File: src/tmi_pkg.sv
`timescale 1ns / 1ps
`default_nettype none
// ----------------------------------------------------------------------------
// tmi_pkg
// Shared widths, case codes, register indexes and pipeline stage types for
// the tissue mixture intensity core.
// ----------------------------------------------------------------------------
package tmi_pkg;

    localparam int PROB_W     = 15;
    localparam int MEAN_W     = 15;
    localparam int MASK_W     = 17;
    localparam int SUM_W      = 17;
    localparam int PROD_W     = PROB_W + MEAN_W;
    localparam int NUM_W      = PROD_W + 2;
    localparam int DEN_W      = SUM_W;
    localparam int DIVN_W     = NUM_W + 2;
    localparam int DIVD_W     = DEN_W + 1;
    localparam int QUO_W      = 15;
    localparam int CASE_W     = 3;
    localparam int CFG_IDX_W  = 3;
    localparam int CFG_DATA_W = 17;

    localparam logic [CFG_IDX_W-1:0] REG_MEAN_A       = 3'd0;
    localparam logic [CFG_IDX_W-1:0] REG_MEAN_B       = 3'd1;
    localparam logic [CFG_IDX_W-1:0] REG_MEAN_C       = 3'd2;
    localparam logic [CFG_IDX_W-1:0] REG_PRESENCE_TOL = 3'd3;
    localparam logic [CFG_IDX_W-1:0] REG_MASK_TOTAL   = 3'd4;

    localparam logic [MEAN_W-1:0] MEAN_RESET = 15'd0;
    localparam logic [PROB_W-1:0] TOL_RESET  = 15'd1;
    localparam logic [MASK_W-1:0] MASK_RESET = 17'd255;

    typedef enum logic [CASE_W-1:0] {
        MIX_MASKED = 3'd0,
        MIX_A      = 3'd1,
        MIX_B      = 3'd2,
        MIX_AB     = 3'd3,
        MIX_C      = 3'd4,
        MIX_BC     = 3'd5,
        MIX_AC     = 3'd6,
        MIX_ABC    = 3'd7
    } mix_case_t;

    typedef struct packed {
        logic [MEAN_W-1:0] mean_a;
        logic [MEAN_W-1:0] mean_b;
        logic [MEAN_W-1:0] mean_c;
        logic [PROB_W-1:0] presence_tol;
        logic [MASK_W-1:0] mask_total;
    } cfg_t;

    typedef struct packed {
        logic [PROB_W-1:0] w_a;
        logic [PROB_W-1:0] w_b;
        logic [PROB_W-1:0] w_c;
        mix_case_t         code;
    } cls_t;

    typedef struct packed {
        logic [PROD_W-1:0] p_a;
        logic [PROD_W-1:0] p_b;
        logic [PROD_W-1:0] p_c;
        logic [DEN_W-1:0]  den;
        mix_case_t         code;
    } prod_t;

    typedef struct packed {
        logic [DIVN_W-1:0] rem;
        logic [DIVD_W-1:0] dvs;
        logic [QUO_W-1:0]  quo;
        logic              zero;
        mix_case_t         code;
    } div_t;

endpackage
`default_nettype wire

File: src/tissue_mixture_intensity_core.sv
`timescale 1ns / 1ps
`default_nettype none
// ----------------------------------------------------------------------------
// tissue_mixture_intensity_core
// Maps one voxel of three tissue probabilities to a simulated intensity and
// its mixture case code.
//
// The input channel carries one voxel request (prob_a, prob_b, prob_c) under
// in_valid / in_stall; the output channel carries intensity and mix_case
// under out_valid / out_stall. A request moves when valid is high and stall
// is low. Class means, the presence tolerance and the mask total are written
// through cfg_we / cfg_index / cfg_data. The user must write them only while
// no voxel is in flight; the core itself does not enforce this.
//
// An accepted request passes one classify stage, two multiply and sum stages
// and a 15-stage divider that resolves one quotient bit per stage; its result
// then shows on out_valid. One voxel is accepted every cycle while in_stall
// is low. Each divider stage holds a single compare and subtract.
//
// Reset clears all stage valid bits and loads the register defaults. When
// the receiver stalls, the output holds steady and each stage keeps its
// request until the stage after it frees; in_stall rises only once every
// stage is occupied.
// ----------------------------------------------------------------------------
module tissue_mixture_intensity_core
    import tmi_pkg::*;
(
    input  wire logic                  clk,
    input  wire logic                  rst_n,
    input  wire logic                  cfg_we,
    input  wire logic [CFG_IDX_W-1:0]  cfg_index,
    input  wire logic [CFG_DATA_W-1:0] cfg_data,
    input  wire logic                  in_valid,
    output logic                       in_stall,
    input  wire logic [PROB_W-1:0]     prob_a,
    input  wire logic [PROB_W-1:0]     prob_b,
    input  wire logic [PROB_W-1:0]     prob_c,
    output logic                       out_valid,
    input  wire logic                  out_stall,
    output logic [QUO_W-1:0]           intensity,
    output logic [CASE_W-1:0]          mix_case
);

    cfg_t cfg_reg;
    logic in_ready;
    logic cls_valid;
    logic cls_ready;
    cls_t cls_data;
    logic mac_valid;
    logic mac_ready;
    div_t mac_data;
    div_t div_data;

    always_ff @(posedge clk or negedge rst_n)
    begin
        if (!rst_n)
        begin
            cfg_reg.mean_a       <= MEAN_RESET;
            cfg_reg.mean_b       <= MEAN_RESET;
            cfg_reg.mean_c       <= MEAN_RESET;
            cfg_reg.presence_tol <= TOL_RESET;
            cfg_reg.mask_total   <= MASK_RESET;
        end
        else if (cfg_we)
        begin
            unique case (cfg_index)
                REG_MEAN_A:       cfg_reg.mean_a       <= cfg_data[MEAN_W-1:0];
                REG_MEAN_B:       cfg_reg.mean_b       <= cfg_data[MEAN_W-1:0];
                REG_MEAN_C:       cfg_reg.mean_c       <= cfg_data[MEAN_W-1:0];
                REG_PRESENCE_TOL: cfg_reg.presence_tol <= cfg_data[PROB_W-1:0];
                REG_MASK_TOTAL:   cfg_reg.mask_total   <= cfg_data[MASK_W-1:0];
                default:          ;
            endcase
        end
    end

    tmi_classify u_classify (
        .clk       (clk),
        .rst_n     (rst_n),
        .cfg       (cfg_reg),
        .in_valid  (in_valid),
        .in_ready  (in_ready),
        .prob_a    (prob_a),
        .prob_b    (prob_b),
        .prob_c    (prob_c),
        .out_valid (cls_valid),
        .out_ready (cls_ready),
        .out_data  (cls_data)
    );

    tmi_mac u_mac (
        .clk       (clk),
        .rst_n     (rst_n),
        .cfg       (cfg_reg),
        .in_valid  (cls_valid),
        .in_ready  (cls_ready),
        .in_data   (cls_data),
        .out_valid (mac_valid),
        .out_ready (mac_ready),
        .out_data  (mac_data)
    );

    tmi_divider u_divider (
        .clk       (clk),
        .rst_n     (rst_n),
        .in_valid  (mac_valid),
        .in_ready  (mac_ready),
        .in_data   (mac_data),
        .out_valid (out_valid),
        .out_ready (!out_stall),
        .out_data  (div_data)
    );

    assign in_stall  = !in_ready;
    assign intensity = div_data.quo;
    assign mix_case  = div_data.code;

endmodule
`default_nettype wire

File: src/tmi_classify.sv
`timescale 1ns / 1ps
`default_nettype none
// ----------------------------------------------------------------------------
// tmi_classify
// First pipeline stage: mask test, class presence and case selection. Emits
// the weights of the weighted average. A pure case gets a weight of one on
// its class, a masked voxel gets all-zero weights.
// ----------------------------------------------------------------------------
module tmi_classify
    import tmi_pkg::*;
(
    input  wire logic              clk,
    input  wire logic              rst_n,
    input  wire cfg_t              cfg,
    input  wire logic              in_valid,
    output logic                   in_ready,
    input  wire logic [PROB_W-1:0] prob_a,
    input  wire logic [PROB_W-1:0] prob_b,
    input  wire logic [PROB_W-1:0] prob_c,
    output logic                   out_valid,
    input  wire logic              out_ready,
    output cls_t                   out_data
);

    logic             valid_reg;
    cls_t             data_reg;
    cls_t             data_next;
    logic [SUM_W-1:0] sum;
    logic             masked;
    logic             has_a;
    logic             has_b;
    logic             has_c;
    logic [PROB_W-1:0] one;

    assign one = PROB_W'(1);
    assign sum = SUM_W'(prob_a) + SUM_W'(prob_b) + SUM_W'(prob_c);
    assign masked = sum < cfg.mask_total;
    assign has_a = prob_a >= cfg.presence_tol;
    assign has_b = prob_b >= cfg.presence_tol;
    assign has_c = prob_c >= cfg.presence_tol;

    always_comb
    begin
        data_next = '{w_a: '0, w_b: '0, w_c: '0, code: MIX_MASKED};
        if (!masked)
        begin
            if (!has_c)
            begin
                if (!has_b)
                begin
                    data_next.code = MIX_A;
                    data_next.w_a  = one;
                end
                else if (!has_a)
                begin
                    data_next.code = MIX_B;
                    data_next.w_b  = one;
                end
                else
                begin
                    data_next.code = MIX_AB;
                    data_next.w_a  = prob_a;
                    data_next.w_b  = prob_b;
                end
            end
            else if (!has_a)
            begin
                if (!has_b)
                begin
                    data_next.code = MIX_C;
                    data_next.w_c  = one;
                end
                else
                begin
                    data_next.code = MIX_BC;
                    data_next.w_b  = prob_b;
                    data_next.w_c  = prob_c;
                end
            end
            else if (!has_b)
            begin
                data_next.code = MIX_AC;
                data_next.w_a  = prob_a;
                data_next.w_c  = prob_c;
            end
            else
            begin
                data_next.code = MIX_ABC;
                data_next.w_a  = prob_a;
                data_next.w_b  = prob_b;
                data_next.w_c  = prob_c;
            end
        end
    end

    assign in_ready = !valid_reg || out_ready;

    always_ff @(posedge clk or negedge rst_n)
    begin
        if (!rst_n)
        begin
            valid_reg <= 1'b0;
        end
        else if (in_ready)
        begin
            valid_reg <= in_valid;
        end
    end

    always_ff @(posedge clk)
    begin
        if (in_ready && in_valid)
        begin
            data_reg <= data_next;
        end
    end

    assign out_valid = valid_reg;
    assign out_data  = data_reg;

endmodule
`default_nettype wire

File: src/tmi_mac.sv
`timescale 1ns / 1ps
`default_nettype none
// ----------------------------------------------------------------------------
// tmi_mac
// Two pipeline stages: the three weight-times-mean products with the weight
// sum, then the rounded dividend 2*num+den and the divisor 2*den.
// ----------------------------------------------------------------------------
module tmi_mac
    import tmi_pkg::*;
(
    input  wire logic clk,
    input  wire logic rst_n,
    input  wire cfg_t cfg,
    input  wire logic in_valid,
    output logic      in_ready,
    input  wire cls_t in_data,
    output logic      out_valid,
    input  wire logic out_ready,
    output div_t      out_data
);

    logic             prod_valid_reg;
    prod_t            prod_reg;
    prod_t            prod_next;
    logic             prod_ready;
    logic             div_valid_reg;
    div_t             div_reg;
    div_t             div_next;
    logic [NUM_W-1:0] num;

    always_comb
    begin
        prod_next.p_a  = in_data.w_a * cfg.mean_a;
        prod_next.p_b  = in_data.w_b * cfg.mean_b;
        prod_next.p_c  = in_data.w_c * cfg.mean_c;
        prod_next.den  = DEN_W'(in_data.w_a) + DEN_W'(in_data.w_b) + DEN_W'(in_data.w_c);
        prod_next.code = in_data.code;
    end

    assign num = NUM_W'(prod_reg.p_a) + NUM_W'(prod_reg.p_b) + NUM_W'(prod_reg.p_c);

    always_comb
    begin
        div_next.rem  = {num, 1'b0} + DIVN_W'(prod_reg.den);
        div_next.dvs  = {prod_reg.den, 1'b0};
        div_next.quo  = '0;
        div_next.zero = prod_reg.den == '0;
        div_next.code = prod_reg.code;
    end

    assign prod_ready = !div_valid_reg || out_ready;
    assign in_ready   = !prod_valid_reg || prod_ready;

    always_ff @(posedge clk or negedge rst_n)
    begin
        if (!rst_n)
        begin
            prod_valid_reg <= 1'b0;
            div_valid_reg  <= 1'b0;
        end
        else
        begin
            if (in_ready)
            begin
                prod_valid_reg <= in_valid;
            end
            if (prod_ready)
            begin
                div_valid_reg <= prod_valid_reg;
            end
        end
    end

    always_ff @(posedge clk)
    begin
        if (in_ready && in_valid)
        begin
            prod_reg <= prod_next;
        end
        if (prod_ready && prod_valid_reg)
        begin
            div_reg <= div_next;
        end
    end

    assign out_valid = div_valid_reg;
    assign out_data  = div_reg;

endmodule
`default_nettype wire

File: src/tmi_divider.sv
`timescale 1ns / 1ps
`default_nettype none
// ----------------------------------------------------------------------------
// tmi_divider
// Pipelined restoring divider, one quotient bit per stage, most significant
// bit first. A zero divisor leaves the quotient at zero.
// ----------------------------------------------------------------------------
module tmi_divider
    import tmi_pkg::*;
(
    input  wire logic clk,
    input  wire logic rst_n,
    input  wire logic in_valid,
    output logic      in_ready,
    input  wire div_t in_data,
    output logic      out_valid,
    input  wire logic out_ready,
    output div_t      out_data
);

    div_t src   [QUO_W+1];
    logic vld   [QUO_W+1];
    logic rdy   [QUO_W+1];

    assign src[0]     = in_data;
    assign vld[0]     = in_valid;
    assign rdy[QUO_W] = out_ready;
    assign in_ready   = rdy[0];

    genvar k;
    generate
        for (k = 0; k < QUO_W; k++)
        begin : g_stage
            localparam int BIT = QUO_W - 1 - k;

            logic              valid_reg;
            div_t              data_reg;
            div_t              data_next;
            logic [DIVN_W-1:0] trial;
            logic              take;

            assign trial = DIVN_W'(src[k].dvs) << BIT;
            assign take  = !src[k].zero && (src[k].rem >= trial);

            always_comb
            begin
                data_next          = src[k];
                data_next.quo[BIT] = take;
                if (take)
                begin
                    data_next.rem = src[k].rem - trial;
                end
            end

            assign rdy[k] = !valid_reg || rdy[k+1];

            always_ff @(posedge clk or negedge rst_n)
            begin
                if (!rst_n)
                begin
                    valid_reg <= 1'b0;
                end
                else if (rdy[k])
                begin
                    valid_reg <= vld[k];
                end
            end

            always_ff @(posedge clk)
            begin
                if (rdy[k] && vld[k])
                begin
                    data_reg <= data_next;
                end
            end

            assign src[k+1] = data_reg;
            assign vld[k+1] = valid_reg;
        end
    endgenerate

    assign out_valid = vld[QUO_W];
    assign out_data  = src[QUO_W];

endmodule
`default_nettype wire

File: config.mk
export PLATFORM = sky130hd
export DESIGN_NAME = tissue_mixture_intensity_core
export DESIGN_NICKNAME = d
export VERILOG_FILES = /design/src/tmi_pkg.sv /design/src/tissue_mixture_intensity_core.sv /design/src/tmi_classify.sv /design/src/tmi_mac.sv /design/src/tmi_divider.sv
export SDC_FILE = /design/constraint.sdc
export NUM_CORES = 2
export LEC_CHECK = 0
export BUFFER_PORTS_ARGS = -buffer_cell sky130_fd_sc_hd__buf_2
export CAP_MARGIN = 20
export CORE_ASPECT_RATIO = 0.5
export CORE_MARGIN = 4
export CORE_UTILIZATION = 50
export DETAILED_ROUTE_END_ITERATION = 8
export MAX_ROUTING_LAYER = met4
export PLACE_DENSITY_LB_ADDON = 0.08
export SLEW_MARGIN = 10
export SYNTH_ARGS = -nofsm -noshare
export SYNTH_HDL_FRONTEND = slang
export SYNTH_SLANG_ARGS = --single-unit
File: constraint.sdc
create_clock -name clk -period 12.2 [get_ports clk]
set_clock_uncertainty 0.15 [all_clocks]
set_input_delay 3.66 -clock clk [delete_from_list [all_inputs] [get_ports clk]]
set_output_delay 3.66 -clock clk [all_outputs]
set_load 0.05 [all_outputs]
==> summary.md <==
| Metric | Value |
|---|---|
| Hold_sp | `u_divider.g_stage[0].data_reg[2]$_DFFE_PP_` |
| CTS buffer count | `109` |
| Via density | `5.31` |
| Met2 routed WL | `about 90000 um` |
| # port buffers | `a little under 90` |
| Worst-skew pair later-pin latency | `0.73 ns` |
| Drt initial violations | `2251` |
| Initial core utilization | `50.5%` |
| DIE WIDTH | `about 580 um` |
| # fillers | `about 14000` |
| Drt wl/cell | `18.1 um` |
| Tmin final | `9.84 ns` |
| Gr usage total | `21.7%` |
| Post-synthesis async set-or-reset flop share | `8.01%` |
| Final hold violation count | `0` |
| Synth area leaders | `edfxtp_1 (39%), fa_1 (13%), ha_1 (11%), inv_1 (4.5%), and2_1 (3.5%)` |
| Fin worst setup slack | `between 2 and 2.5 ns` |
| Largest net degree at the start of global routing | `75` |
| Synthesized area | `0.0830 mm^2` |
| Top FF cell, synth | `edfxtp_1` |
| Number of synthesized flops with an enable pin | `roughly 1100` |
| Sequential area share after synthesis | `42.4%` |
| Syn_nets | `8774` |
| Postcts setup bufs | `0` |
| Clock Path Buffers | `3` |
| R2R Path Start | `u_classify.out_data[43]$_SDFFCE_PP0P_` |
| CTS tree | `yes` |
| Setup repair after global routing missed its margin | `false` |
| Hold_buf cts | `0` |
| DRC viols | `0` |
| Worst EP required | `approximately 8.4 ns` |
| Worst-path clk slew | `~0.060 ns` |
| Clock root buffer | `clkbuf_16` |
| Synth warn | `0` |
| Slew Limit Fails | `0` |
| Setup_tns | `0 ns` |
| Clock H-tree levels | `3` |
| Hold WC Path Type | `flop to flop` |
| Die Footprint | `0.173 mm^2` |
| Chip Height | `296 um` |
| I/O pins | `90` |
| Fin nets | `slightly below 9000` |
| First-pass DRT Iterations | `5` |
| Final setup vio count | `0` |
| Share of cells above drive strength 1 | `7.14%` |
| Mean Syn Cell Area | `approximately 11 um^2` |
| First-pass GRT wire length | `~290000 um` |
| Initial antenna violation count | `18` |
| CP Data Arrival Time | `6.03 ns` |
| Post-synth top area cell | `edfxtp_1` |
| Met3 routed wirelength | `6470 um` |
| Vias in the first global route | `about 54000` |
| Slew of the pin with the lowest slew margin | `~1.1 ns` |
| CP max FO | `4` |
| Area growth from synthesis to layout | `8.21%` |
| Critical Path Start Type | `input pin` |
| Count leader, synth | `edfxtp_1` |
| Final period utilization | `80.7%` |
| Yosys cell types | `between 90 and 100` |
| RD Place Congestion | `0.900` |
| # rows | `about 110` |
| Total overflow reported by the global router | `0` |
| DR top layer | `met4` |
| Crit end category | `primary output` |
| Via count | `52200` |
| Pre-CTS setup slack | `2.37 ns` |
| Metal-1 WL | `77600 um` |
| Total Wirelength | `178000 um` |
| Critical path origin | `out_stall` |
| Core ar. | `0.164 mm^2` |
| Status | `finished, final reports clean` |
| Slew HR | `27.8%` |
| Post-CTS sizing | `0` |
| Worst hold slack | `0.238 ns` |
| Max reg flops | `831` |
| Sink Count | `1186` |
| Crit Path Class | `input pin to primary output` |
| Max Freq | `102 MHz` |
| Synth top area share | `39.5%` |
| DP Wirelength | `140000 um` |
| Post-synth top cells | `edfxtp_1 (1091), inv_1 (999), ha_1 (721)` |
| Routed Antenna Nets | `0` |
| Synthesized flop and latch total | `1186` |
| Syn Inst Count | `7447` |
| Max-cap violations | `0` |
-- worst max-delay path: stages --
cell and delay [ns]:
buf_2 0.13, nand4_1 0.16, inv_1 0.10, and3_1 0.25, nand2_1 0.14, nor3_1 0.82, nand2_1 0.16, nor2_1 0.15
nand4_1 0.14, inv_1 0.07, buf_2 0.25
-- worst paths after layout --
| kind | slack (ns) | depth (start not counted) | to |
|---|---|---|---|
| setup reg to reg | 4.41 | 23 | u_mac.prod_reg[109]$_DFFE_PP_ |
| max in group asynchronous | 7.67 | 3 | cfg_reg[3]$_DFFE_PN1P_ |
| hold reg to reg | 0.24 | 0 | u_divider.g_stage[1].data_reg[2]$_DFFE_PP_ |
| min in group asynchronous | 2.66 | 1 | u_divider.g_stage[13].valid_reg$_DFFE_PN0P_ |
| hold / removal | 0.24 | 0 | u_divider.g_stage[1].data_reg[2]$_DFFE_PP_ |
| setup / recovery | 2.36 | 11 | in_stall |
-- cells by family after synthesis --
family | count (synthesis) | share of synthesized area, %
and+or+nand+nor | 2059 | 12.6
muxes | 153 | 2.07
adders and majority gates | 1257 | 23.8
AOI/OAI and AO/OA | 1169 | 8.95
DFF | 1186 | 42.4
other | 1 | 0.00452
buffers and inverters | 1150 | 5.23
xor gates and xnor gates | 472 | 4.98
-- cell usage in the layout (no fill, tap or decap), drive strengths merged, types with 36 or more instances in the layout --
cell,count
nand2b,69
mux2,147
a21boi,38
a211oi,37
o21bai,45
nand4,51
a21o,158
clkbuf,138
nor3,105
ha,721
edfxtp,1091
nor2,325
a21oi,323
inv,1002
nor4,54
nand2,621
nor2b,92
xor2,186
and2,464
or3,36
xnor2,286
nand3,94
buf,139
o21a,60
o21ai,308
dfrtp,86
fa,536
-- metal layers --
layer | track usage (%) | vias to the layer above
met2 | 37.7 | 840
met4 | 6.48 | 0
met1 | 26.8 | 25300
met3 | 2.65 | 281
met5 | - | -
li1 | - | 25800
-- cell type report --
class / instances / area (um^2) / share of cell area, %
multi-input combinational: 5111 / 43600 / 48.6
sequential: 1186 / 35200 / 39.1
inverter: 999 / 3750 / 4.18
clock buffer: 138 / 2890 / 3.21
tap: 2193 / 2740 / 3.06
timing repair buffer: 139 / 823 / 0.917
clock inverter: 58 / 793 / 0.883
antenna: 12 / 30.0 / 0.0334
-- per-stage QoR --
stage | instances | util [%] | area [um^2]
2_1_floorplan | 7447 | - | 83000
3_5_place_dp | 9628 | 52.3 | 86100
4_1_cts | 9824 | 54.6 | 89800
5_1_grt | 9834 | 54.6 | 89800
6_report | 9836 | 54.6 | 89800
3_3_place_gp | 9628 | 52.3 | 86100
Power is left out: the tool's default activity adds up to more than one toggle a clock period on the data nets, which glitch-free logic cannot reach.
